File: src/rtl/core/svm_ram.sv
// ----------------------------------------------------------------------------
// svm_ram
// Generic single-write, single-read RAM with registered read data.
// ----------------------------------------------------------------------------
module svm_ram #(
   parameter int WIDTH = 16,
   parameter int DEPTH = 16,
   localparam int AW   = (DEPTH > 1) ? $clog2(DEPTH) : 1
) (
   input  logic             clock,
   input  logic             wr_en,
   input  logic [AW-1:0]    wr_addr,
   input  logic [WIDTH-1:0] wr_data,
   input  logic             rd_en,
   input  logic [AW-1:0]    rd_addr,
   output logic [WIDTH-1:0] rd_data
);

   logic [WIDTH-1:0] mem [DEPTH];

   always_ff @(posedge clock) begin
      if (wr_en) begin
         mem[wr_addr] <= wr_data;
      end
      if (rd_en) begin
         rd_data <= mem[rd_addr];
      end
   end

endmodule

File: config.mk
export PLATFORM = sky130hd
export DESIGN_NAME = svm_ram
export DESIGN_NICKNAME = d
export VERILOG_FILES = /design/src/rtl/core/svm_ram.sv
export SDC_FILE = /design/constraint.sdc
export NUM_CORES = 1
export LEC_CHECK = 0
export ABC_AREA = 1
export BUFFER_PORTS_ARGS = -buffer_cell sky130_fd_sc_hd__buf_2
export CORE_AREA = 2 2 159 161
export CTS_BUF_LIST = sky130_fd_sc_hd__clkbuf_4 sky130_fd_sc_hd__clkbuf_8 sky130_fd_sc_hd__clkbuf_16
export DETAILED_ROUTE_END_ITERATION = 6
export DIE_AREA = 0 0 161 163
export HOLD_SLACK_MARGIN = 0.06
export PLACE_DENSITY = 0.66
export RECOVER_POWER = 100
export SLEW_MARGIN = 5
export SYNTH_ARGS = -nofsm -noshare
export SYNTH_HDL_FRONTEND = slang
export SYNTH_SLANG_ARGS = --single-unit
File: constraint.sdc
create_clock -name clock -period 1.6 [get_ports clock]
set_clock_uncertainty 0.2 [all_clocks]
set_input_delay 0.16 -clock clock [delete_from_list [all_inputs] [get_ports clock]]
set_output_delay 0.16 -clock clock [all_outputs]
set_load 0.05 [all_outputs]
[After elaboration in Yosys (flattened, before gate mapping)]
Memories as Yosys holds them, arrays and structs flattened. A register that Yosys moved wholly into a read port is not among the register bits.
Cells that the tools add are included.
Word-level totals
  memories kept: 1
  register bits: 0
  output and inout port bits: 16
  word-level logic and storage cells: 3
  bits in writable memories: 256
Memories
  mem: words 16, bits a word 16, read ports 1, clocked after Yosys merged registers in 1, write ports 1, RTL line 19  | logic [WIDTH-1:0] mem [DEPTH];
Cells by class
  multiplexer cells: 2
Operators by type and width (count)
  $mux W1: 2

[Depth between registers and ports, before layout]
  depth in word-level cells: 2
  gate-level depth with buffers: 9
  depth with buffers taken out: 7

[Worst setup path before layout]
Ideal clock, no wire load.
  path kind: in2reg
  start point: in wr_addr[2]
  end point: mem mem[10][0], enable pin
  stages on the path: 2
  setup slack: -0.060 ns
  data arrival time: 1.071 ns
  library setup time: 0.388 ns
  buffers on the path: 0
  required time: 1.012 ns
  path through: nand3b_1 nor2_1
RTL lines
  start, declared: RTL line 12  | input logic [AW-1:0] wr_addr,
  end, declared: RTL line 19
Straight into the memory's write port.

[Worst setup path in the final report]
  start point: reg rd_data[6] (read register of mem)
  end point: out rd_data[6]
RTL lines
  start, declared: RTL line 16  | output logic [WIDTH-1:0] rd_data
No word-level cell between the ends.

==> results.md <==
* Setup slack after layout at roughly 22 ps
* Worst path slowest cell: sky130_fd_sc_hd__edfxtp_1
* Clock latency of the later-clocked register in the worst-skew pair at roughly 520 ps
* Share of final-layout standard cells stronger than drive strength 1 at under 10%
* DRT iter0 DRCs at 696
* Final weighted congestion in routability-driven placement at 0.824
* Total placed instance area at approximately 13000 sq um
* Number of hold-slack violations in the final timing report at 0
* Endpoints failing setup at 0
* Cell type with the highest aggregate area in the netlist: sky130_fd_sc_hd__edfxtp_1
* Setup repair after global routing missed its margin: no
* Max incr delay on CP at 450 ps
* Horiz. Die Dim at between 150 and 200 um
* Vias in the first global route at 7392
* GR Overflow Total at 0
* Wire length of the first global-routing pass at 41300 um
* Top-level port count at 43
* Peak fanout along the critical path at 1
* Clk sink count at approximately 270
* Clock tree root buffer cell: sky130_fd_sc_hd__clkbuf_16
* Crit path DAT at about 1200 ps
* Count of different cell masters after synthesis at 12
* Crit Path Class: reg -> out
* Die Y at between 150 and 200 um
* Fraction of synthesized cell area taken by the top area cell type at 70.8%
* Data required time of the worst path at 1240 ps
* Clock buffer depth at 3
* Total number of yosys warnings at 0
* Final wirelength at about 27000 um
* Crit path cell chain: clkbuf_4
* Via count of the routed design at 7578
* Floorplan row count at between 50 and 60
* Worst Path Buf+Inv at 1
* Final number of max-transition violations at 0
* Worst Hold Class: in -> reg
* Post-synthesis sequential area ratio at between 70 and 80%
* Peak supply drop at about 0.76 mV
* Tightest slew margin relative to the limit at roughly a third
* Vias per cell at just under 5
* Most common library cell in the layout ignoring fill and taps: sky130_fd_sc_hd__nand2_1
* Layout overhead on the synthesized area at 16.3%
* Clock-pin slew on the worst setup and hold paths at around 60 ps
* CTS tree: built
* Average wire length per cell after detail routing at 17.6 um
* Nets@finish at 1200
* Top cells by area, synth: sky130_fd_sc_hd__edfxtp_1 (71%), sky130_fd_sc_hd__nand2_1 (11%), sky130_fd_sc_hd__nand3_1 (8.4%)
* Slew of the pin with the lowest slew margin at roughly 980 ps
* Global-route total usage across every layer at 20.7%
* H-tree depth reported by CTS at 1
* Cell area power density at about 1200 nW/um^2
* ANT nets after route at 0
* Core Region at ~25000 sq um
* Initial antenna violation count at 1
* Run status: finished clean
* Post-place setup slack at -6.39 ps
* Inserted Clock Buffers at 27
* Flop and latch count out of synthesis at roughly 270
* Startpoint type of the worst setup path: register
* Post-route fraction of the period consumed by the critical path at a little over nine tenths
* Shortest clock period the worst path allows after layout at 1580 ps
* Most frequent cells in the layout: sky130_fd_sc_hd__nand2_1 (341), sky130_fd_sc_hd__edfxtp_1 (272), sky130_fd_sc_hd__inv_1 (196), sky130_fd_sc_hd__nand3_1 (193), sky130_fd_sc_hd__clkbuf_1 (45)
* Number of detailed-routing iterations run before antenna repair at 4
* Effective utilization at floorplan at 46.8%
* Area of the mapped netlist at 11500 sq um
* Highest Clock Rate at approximately 630 MHz
* Leakage power at roughly 5.7 nW
* Max capacitance violation total at 0
* Maximum number of pins on one net before global-route repair at 67
* Endpoint kind of the worst setup timing path: output port
* Syn Nets at between 1000 and 1500
* Cell family with the largest share of critical-path delay: flip-flops
* Sum of net half-perimeters after detailed placement at between 15000 and 20000 um
* Post-Synthesis Cells at approximately 1100
* Count of buffers inserted at the top-level ports at 42
* Mean Syn Cell Area at roughly 11 sq um
* Die footprint at around 26000 sq um
* DRC viols at 0
* Post-route standard cell area excluding fillers at around 13000 sq um
## per-stage QoR
step	setup TNS [ps]	utilization, %	std cells	hold WS [ps]	total power, mW
3_5_place_dp	-36.1	51.3	1456	347	9.34
6_report	0	54.4	1524	107	15.7
4_1_cts	0	55.7	1523	89.9	15.9
5_1_grt	0	54.4	1523	119	16.2
3_3_place_gp	0	51.3	1456	350	9.32
2_1_floorplan	-10180	-	1074	58.9	8.88
## synth_stat cells (all sizes together)
library cell  instances
buf                  41
nor2                 17
nand2               341
clkbuf               10
edfxtp              272
nand3               193
nand3b                2
inv                 198
## path summary, 6_finish.rpt
path | to | slack [ps] | startpoint | cells after the start
setup / recovery | rd_data[6] | 20 | rd_data[6] | 1
setup reg to reg | rd_data[9] | 310 | mem[5][9] | 6
hold / removal | rd_data[0] | 110 | rd_addr[2] | 5
hold reg to reg | rd_data[3] | 520 | mem[10][3] | 6
## flip-flops by register name, indices dropped and copies added (netlist names)
signal and flops:
rd_data 16, mem 256
## layout make-up
| type | instances | area (sq um) |
|---|---|---|
| clock inverter | 17 | 208 |
| multi-input combinational | 553 | 2330 |
| tap | 330 | 413 |
| timing repair buffer | 121 | 852 |
| fill | 2120 | 11200 |
| inverter | 198 | 744 |
| clock buffer | 32 | 713 |
| sequential | 272 | 8170 |
| antenna | 1 | 2.50 |
## kinds of logic (layout without fill, tap and decap cells)
| group | count (synthesis) | count (layout) | synth area share, % |
|---|---|---|---|
| flip-flops | 272 | 272 | 70.8 |
| AND/OR/NAND/NOR | 553 | 553 | 20.1 |
| other | 0 | 1 | 0 |
| buffers and inverters | 249 | 368 | 9.09 |
## where the power goes
group / total [mW] / internal, mW / switching, mW / leakage [nW]
sequential: 8.08 / 8.03 / 0.0471 / 2.47
combinational: 1.11 / 0.331 / 0.775 / 2.77
clock: 6.54 / 3.97 / 2.57 / 0.454
## layer usage
| layer | GRT usage, % | vias to the layer above | wire length, um |
|---|---|---|---|
| li1 | - | 3670 | - |
| met1 | 28.4 | 3604 | 11600 |
| met2 | 34.1 | 260 | 12500 |
| met3 | 3.77 | 44 | 2060 |
| met4 | 6.21 | 0 | 682 |
| met5 | 0 | - | 0 |
## worst register-to-register path, cell delays in order (launching register included)
cell and delay, ps:
sky130_fd_sc_hd__edfxtp_1 360, sky130_fd_sc_hd__inv_1 60, sky130_fd_sc_hd__nand2_1 40, sky130_fd_sc_hd__nand3_1 90, sky130_fd_sc_hd__nand3_1 140, sky130_fd_sc_hd__nand3_1 110
sky130_fd_sc_hd__nand2_1 50
## timing repair
| action | in CTS | in global routing |
|---|---|---|
| buffers inserted | 0 | 0 |
| hold buffers | 18 | 0 |
| resized for setup | 0 | 1 |
| setup endpoints to repair | 0 | 1 |
| endpoints found under the hold margin | 273 | 0 |
No activity file was read; power rests on OpenSTA's default activity.
