==> config.mk <==
export PLATFORM = sky130hd
export DESIGN_NAME = svm_div
export DESIGN_NICKNAME = d
export VERILOG_FILES = /design/src/rtl/core/svm_pkg.sv /design/src/rtl/core/svm_div.sv
export SDC_FILE = /design/constraint.sdc
export NUM_CORES = 1
export LEC_CHECK = 0
export BUFFER_PORTS_ARGS = -buffer_cell sky130_fd_sc_hd__buf_2
export CELL_PAD_IN_SITES_DETAIL_PLACEMENT = 1
export CELL_PAD_IN_SITES_GLOBAL_PLACEMENT = 2
export CORE_MARGIN = 1.5
export CORE_UTILIZATION = 31
export DETAILED_ROUTE_END_ITERATION = 6
export GPL_TIMING_DRIVEN = 0
export PLACE_DENSITY_LB_ADDON = 0.1
export SYNTH_ARGS = -nofsm -noshare
export SYNTH_HDL_FRONTEND = slang
export SYNTH_SLANG_ARGS = --single-unit
==> constraint.sdc <==
create_clock -name clock -period 2.78 [get_ports clock]
set_input_delay 0.834 -clock clock [delete_from_list [all_inputs] [get_ports clock]]
set_output_delay 0.834 -clock clock [all_outputs]
set_load 0.02 [all_outputs]
==> src/rtl/core/svm_pkg.sv <==
// ----------------------------------------------------------------------------
// svm_pkg
// Types, codes and constants of the sample voice mixer.
// ----------------------------------------------------------------------------
package svm_pkg;

   localparam int VOICES_DEF       = 16;
   localparam int SAMPLE_DEPTH_DEF = 65536;
   localparam int BLOCK_FRAMES_DEF = 64;

   localparam int DVD_W = 18;   // divider dividend width
   localparam int DVS_W = 21;   // divider divisor width

   localparam logic [15:0] VOL_ONE = 16'h8000;
   localparam int MIX_MAX = 1048575;
   localparam int MIX_MIN = -1048576;

   typedef enum logic [1:0] {
      OP_WRITE  = 2'd0,
      OP_PLAY   = 2'd1,
      OP_RENDER = 2'd2,
      OP_VOLUME = 2'd3
   } opcode_type;

   typedef enum logic [1:0] {
      STAT_OK         = 2'd0,
      STAT_NO_VOICE   = 2'd1,
      STAT_BAD_HANDLE = 2'd2
   } status_type;

   typedef enum logic [4:0] {
      ST_IDLE,
      ST_WR_ST,
      ST_PLAY_POP,
      ST_PLAY_STK,
      ST_PLAY_GEN,
      ST_PLAY_WR,
      ST_VOL_RD,
      ST_VOL_CHK,
      ST_RND_VSEL,
      ST_RND_VLOAD,
      ST_RND_RDIV,
      ST_RND_FRD,
      ST_RND_FMUL,
      ST_RND_FACC,
      ST_RND_VUPD,
      ST_OUT_RD,
      ST_OUT_LD,
      ST_SEND
   } state_type;

   typedef struct packed {
      logic        looping;
      logic [15:0] gen;
      logic [15:0] prev;
      logic [15:0] tgt;
      logic [16:0] pos;
      logic [16:0] len;
      logic [15:0] start;
   } voice_rec_type;

   localparam int REC_W = $bits(voice_rec_type);

   typedef struct packed {
      logic             start;
      logic [DVD_W-1:0] dividend;
      logic [DVS_W-1:0] divisor;
   } div_req_type;

   typedef struct packed {
      logic             done;
      logic [DVD_W-1:0] quot;
      logic [DVS_W-1:0] rem;
   } div_rsp_type;

endpackage

==> src/rtl/core/svm_div.sv <==
// ----------------------------------------------------------------------------
// svm_div
// Shared restoring divider, one quotient bit per cycle.
// ----------------------------------------------------------------------------
module svm_div (
   input  logic                 clock,
   input  logic                 reset,
   input  svm_pkg::div_req_type div_req,
   output svm_pkg::div_rsp_type div_rsp
);

   localparam int CW = $clog2(svm_pkg::DVD_W);

   logic                      busy_ff, busy_in;
   logic                      done_ff, done_in;
   logic [CW-1:0]             cnt_ff, cnt_in;
   logic [svm_pkg::DVS_W-1:0] rem_ff, rem_in;
   logic [svm_pkg::DVD_W-1:0] quo_ff, quo_in;
   logic [svm_pkg::DVS_W-1:0] dvs_ff, dvs_in;
   logic [svm_pkg::DVS_W:0]   trial;
   logic                      ge;

   always_comb begin
      trial   = {rem_ff, quo_ff[svm_pkg::DVD_W-1]};
      ge      = trial >= {1'b0, dvs_ff};
      busy_in = busy_ff;
      done_in = 1'b0;
      cnt_in  = cnt_ff;
      rem_in  = rem_ff;
      quo_in  = quo_ff;
      dvs_in  = dvs_ff;
      if (div_req.start) begin
         busy_in = 1'b1;
         cnt_in  = '0;
         rem_in  = '0;
         quo_in  = div_req.dividend;
         dvs_in  = div_req.divisor;
      end else if (busy_ff) begin
         rem_in = ge ? svm_pkg::DVS_W'(trial - {1'b0, dvs_ff})
                     : svm_pkg::DVS_W'(trial);
         quo_in = {quo_ff[svm_pkg::DVD_W-2:0], ge};
         cnt_in = cnt_ff + 1'b1;
         if (cnt_ff == CW'(svm_pkg::DVD_W - 1)) begin
            busy_in = 1'b0;
            done_in = 1'b1;
         end
      end
   end

   always_ff @(posedge clock) begin
      if (reset) begin
         busy_ff <= 1'b0;
         done_ff <= 1'b0;
      end else begin
         busy_ff <= busy_in;
         done_ff <= done_in;
      end
      cnt_ff <= cnt_in;
      rem_ff <= rem_in;
      quo_ff <= quo_in;
      dvs_ff <= dvs_in;
   end

   assign div_rsp.done = done_ff;
   assign div_rsp.quot = quo_ff;
   assign div_rsp.rem  = rem_ff;

endmodule

# Word level (Yosys, flattened, before mapping)
# Cells that the tools add are included.
dict set report op_classes {
  n_addsub 2
  order_cmp 1
  n_eq_ne 1
  n_mux 7
  n_bitwise 1
  n_reduce_logical 2
}
# cell count
set ops {}
lappend ops {{2-to-1 mux 18 bit} 2}
lappend ops {{>= comparator 22 x 21 -> 1 bit} 1}
lappend ops {{2-to-1 mux 21 bit} 1}
lappend ops {{subtractor 21 bit} 1}
lappend ops {{adder 5 x 1 -> 5 bit (second input constant)} 1}
lappend ops {{equality test 5 bit (second input constant)} 1}
lappend ops {{2-to-1 mux 1 bit} 4}
lappend ops {{OR reduction 3 bit} 1}
lappend ops {{nonzero test 2 bit} 1}
lappend ops {{inverter 1 bit} 1}
dict set report totals {
  register_bits 67
  in_bits 42
  out_inout_bits 40
  wordCells 20
}

# Depth between registers and ports, before layout
dict set report depth {
  depth_word 4
  depth_mapped 12
}

# Worst setup path before layout
# Ideal clock, no wire load.
dict set report synth_path {
  path_type {flip-flop to flip-flop}
  start {reg quo_ff[17] (netlist bit)}
  end {reg quo_ff[0] (netlist bit), data pin}
  setup_time_ns 0.270
  t_arrival_ns 2.485
  required_time_ns 2.510
  path_slack_ns 0.025
  stages_incl_launch_ff 12
  n_path_buf 2
  period_less_slack_ns 2.755
  cell_sequence {edfxtp_1 > inv_1 > ha_1 > inv_1 > fa_1 > a211oi_1 > o21ai_2 > a211oi_4 > o211a_4 > buf_12 > buf_4 > mux2i_1}
}
dict set report synth_via {
  elab_chain_len 3
}
# element line_no
set synth_rtl {}
lappend synth_rtl {{start, declared} svm_div.sv:18} ;# logic [svm_pkg::DVD_W-1:0] quo_ff, quo_in;
lappend synth_rtl {{start signal, assigned} svm_div.sv:60} ;# quo_ff <= quo_in;
lappend synth_rtl {{>= comparator 22 x 21 -> 1 bit} svm_div.sv:25} ;# ge = trial >= {1'b0, dvs_ff};
lappend synth_rtl {{2-to-1 mux 18 bit} svm_div.sv:38} ;# end else if (busy_ff) begin
lappend synth_rtl {{2-to-1 mux 18 bit} svm_div.sv:32} ;# if (div_req.start) begin
lappend synth_rtl {{net quo_in, one bit} svm_div.sv:18}
# The timed path passes the listed nets, and every way through them passes these cells. The select of a mux whose other input is x is not followed.
# A chain may end at the register's enable or synchronous reset.

# Final worst setup path
# Ends and elaborated chain as after synthesis.

==> out/metrics.yaml <==
detailed_routing:
  ant_nets: 0
  via_count: 3253
  drc: 0
  wl_mm: 11.2
  vias_per_cell: 5.02
  first_pass_iters: 4
  drt_iter0_drc: 106
  wire_per_inst_um: 17.3
synth:
  yosysWarnings: 0
  synth_nets: 444
  synth_seq_area_share_pct: 44.5
  synth_area_leader_cell: "edfxtp_1"
  async_reset_ff_share_pct: 0
  ys_ff_latch: 67
  syn_avg_cell_area_sq_um: 10.3
  synthTopCellsByCount: "39 x edfxtp_1, 28 x dfxtp_1, 28 x nand2_1, 27 x inv_1, 25 x nor2_1"
  yosysMostFrequentCell: "edfxtp_1"
  synth_edf_count: 39
  synth_area_leaders: "edfxtp_1 30%, dfxtp_1 14%, ha_1 7.4%, mux2_2 4.9%, a21oi_1 3.1%"
  ys_types: 55
  syn_inst: 378
  synth-main-ff-cell: "edfxtp_1"
  netlist_area_sq_um: 3890
  synth_top_area_share_pct: 30.1
power_and_ir_drop:
  power_leakage_nw: 2.10
  power.density_nw_per_um2: 582
  fin_total_pwr_mw: 2.86
  ir_drop_mv: 0.295
worst_setup_path:
  setup.worst_path.end_class: "flop"
  max_stage_delay_ns: 0.41
  path_cells: "inv_1 > ha_1 > inv_1 > fa_2 > a211oi_4 > o21ai_4 > a211oi_4 > o211a_4 > buf_12 > buf_6 > mux2i_1"
  crit_path_max_fanout: 10
  critPathKind: "flop to flop"
  crit_slowest_cell: "edfxtp_1"
  critical_path_buf_inv_count: 4
  required_ns: 2.84
  worstPathArrival_ns: 2.73
  critical_path.top_delay_family: "compound AO/OA/AOI/OAI gates"
  reg2reg_depth: 11
  cp.depth: 11
  start_kind: "flop"
global_routing:
  grt_pass1_wl_mm: 17.8
  busiest_layer: "met2"
  grt_pass1_vias: 3341
  gr-total-overflow: 0
  antenna_found_initial: 0
  grt_use_met2_pct: 30.2
  use_met3_pct: 4.22
  track_usage_pct: 18.0
  grt_max_degree: 23
  grt_util_met1_pct: 22.9
outcome:
  status: "complete, no violations"
run:
  drv_cap: 0
place:
  dp.cells: 627
  gp_congestion: 0.812
  io_buffers: 81
  dp.final_hpwl_mm: 8.52
clock_tree:
  htreeDepth: 3
  cts_root_buffer: "clkbuf_16"
  clk_pin_slew_ns: 0.06
  cts_tree: "done"
  clock_latency_ns: 0.34
  clock_path_buffers: 2
  cts_buffers: 9
  numClockSinks: 67
  cts_hold_buf: 0
timing:
  whs_ns: 0.522
  relSlewSlack_pct: 57.8
  rsz0062_at_grt: "no"
  finalCritPeriodShare_pct: 96.0
  tns_ns: 0
  worst_slew_pin_slew_ns: 0.633
  max_clock_freq_ghz: 0.375
  setup_viol: 0
  drv_slew: 0
  period_needed_ns: 2.67
  hold_viol: 0
  finalClockSkew_ns: 0.00616
floorplan:
  die_h_um: 115
  start_util_pct: 32.2
  die_w_um: 115
  rows: 40
  dieArea_sq_um: 13200
  io_pins: 82
  coreArea_sq_um: 12100
cells_and_area:
  layout.cells.non_filler: 648
  syn2layout_area_growth_pct: 26.2
  fin_nets: 541
  layout-drive-gt1-share_pct: 29.4
  finalCoreUtilization_pct: 40.6
  diodes: 0
worst_hold_path:
  hold_depth: 2
  hold_path_class: "flop to flop"
-- layer usage --
| metal | up-vias | part of all wire, % |
|---|---|---|
| met4 | 0 | 1.2 |
| met1 | 1576 | 48 |
| li1 | 1598 | - |
| met5 | - | 0 |
| met3 | 8 | 4.3 |
| met2 | 71 | 47 |
-- per-stage QoR --
stage	setup WS [ns]	instance area, sq um
3_3_place_gp	-0.726	4510
2_1_floorplan	0.0251	3890
4_1_cts	0.0598	4850
5_1_grt	0.00172	4910
6_report	0.111	4910
3_5_place_dp	-0.748	4510
-- final timing paths --
check | from | to | slack, ns
max | quo_ff[17] | quo_ff[0] | 0.11
min | cnt_ff[1] | cnt_ff[1] | 0.52
max reg2reg | quo_ff[17] | quo_ff[0] | 0.11
min reg2reg | cnt_ff[1] | cnt_ff[1] | 0.52
-- power breakdown --
part	total [mW]	leakage [nW]	switching (mW)	internal [mW]
sequential	1.16	0.615	0.0343	1.13
combinational	0.494	1.34	0.298	0.196
clock	1.20	0.148	0.427	0.777
total	2.86	2.10	0.760	2.10
-- sequential cells by signal (all words and copies together) (netlist names) --
| name | flops |
|---|---|
| done_ff | 1 |
| rem_ff | 21 |
| busy_ff | 1 |
| cnt_ff | 5 |
| quo_ff | 18 |
| dvs_ff | 21 |
-- placed cells by master, fill, tap and decap left out, drive strengths merged, types with 3 or more instances in the layout --
master | synthesis | final
a211oi | 8 | 8
a21o | 6 | 6
a21oi | 24 | 24
a22oi | 3 | 3
a311oi | 3 | 3
a32oi | 9 | 9
buf | 8 | 93
clkbuf | 10 | 21
clkinv | 0 | 3
dfxtp | 28 | 28
edfxtp | 39 | 39
ha | 23 | 23
inv | 27 | 26
mux2 | 17 | 17
mux2i | 7 | 7
nand2 | 28 | 28
nand3 | 3 | 3
nand4 | 8 | 8
nor2 | 25 | 25
nor3 | 5 | 5
o211ai | 4 | 4
o21a | 9 | 9
o21ai | 22 | 22
o31ai | 7 | 7
or3 | 4 | 4
xnor2 | 10 | 10
xor2 | 7 | 7
-- cell families after synthesis --
family,share of synthesized area [%]
mux,6.71
flops,44.5
fa+ha+maj,7.90
buf+inv,5.30
xor+xnor,3.82
simple gates,11.4
compound gates,20.4
-- area by class of cell --
type / count / area, sq um
Fill cell: 1415 / 7200
Multi-Input combinational cell: 266 / 2000
Sequential cell: 67 / 1730
Timing Repair Buffer: 86 / 445
Clock buffer: 10 / 229
Tap cell: 168 / 210
Buffer: 18 / 114
Inverter: 27 / 105
Clock inverter: 6 / 80.1
-- tightest hold or removal path, delay by kind of cell, from the launching register on --
kind	cells	cell delay (ns)
AOI/OAI and AO/OA	1	0.05
and+or+nand+nor	1	0.10
DFF	1	0.33
-- what timing repair did --
action	in CTS	in global routing
resized for setup	4	9
setup endpoints to repair	40	30
buffers inserted	3	2
pin swaps	4	0
gates cloned	0	0
No activity file was read; power rests on OpenSTA's default activity.
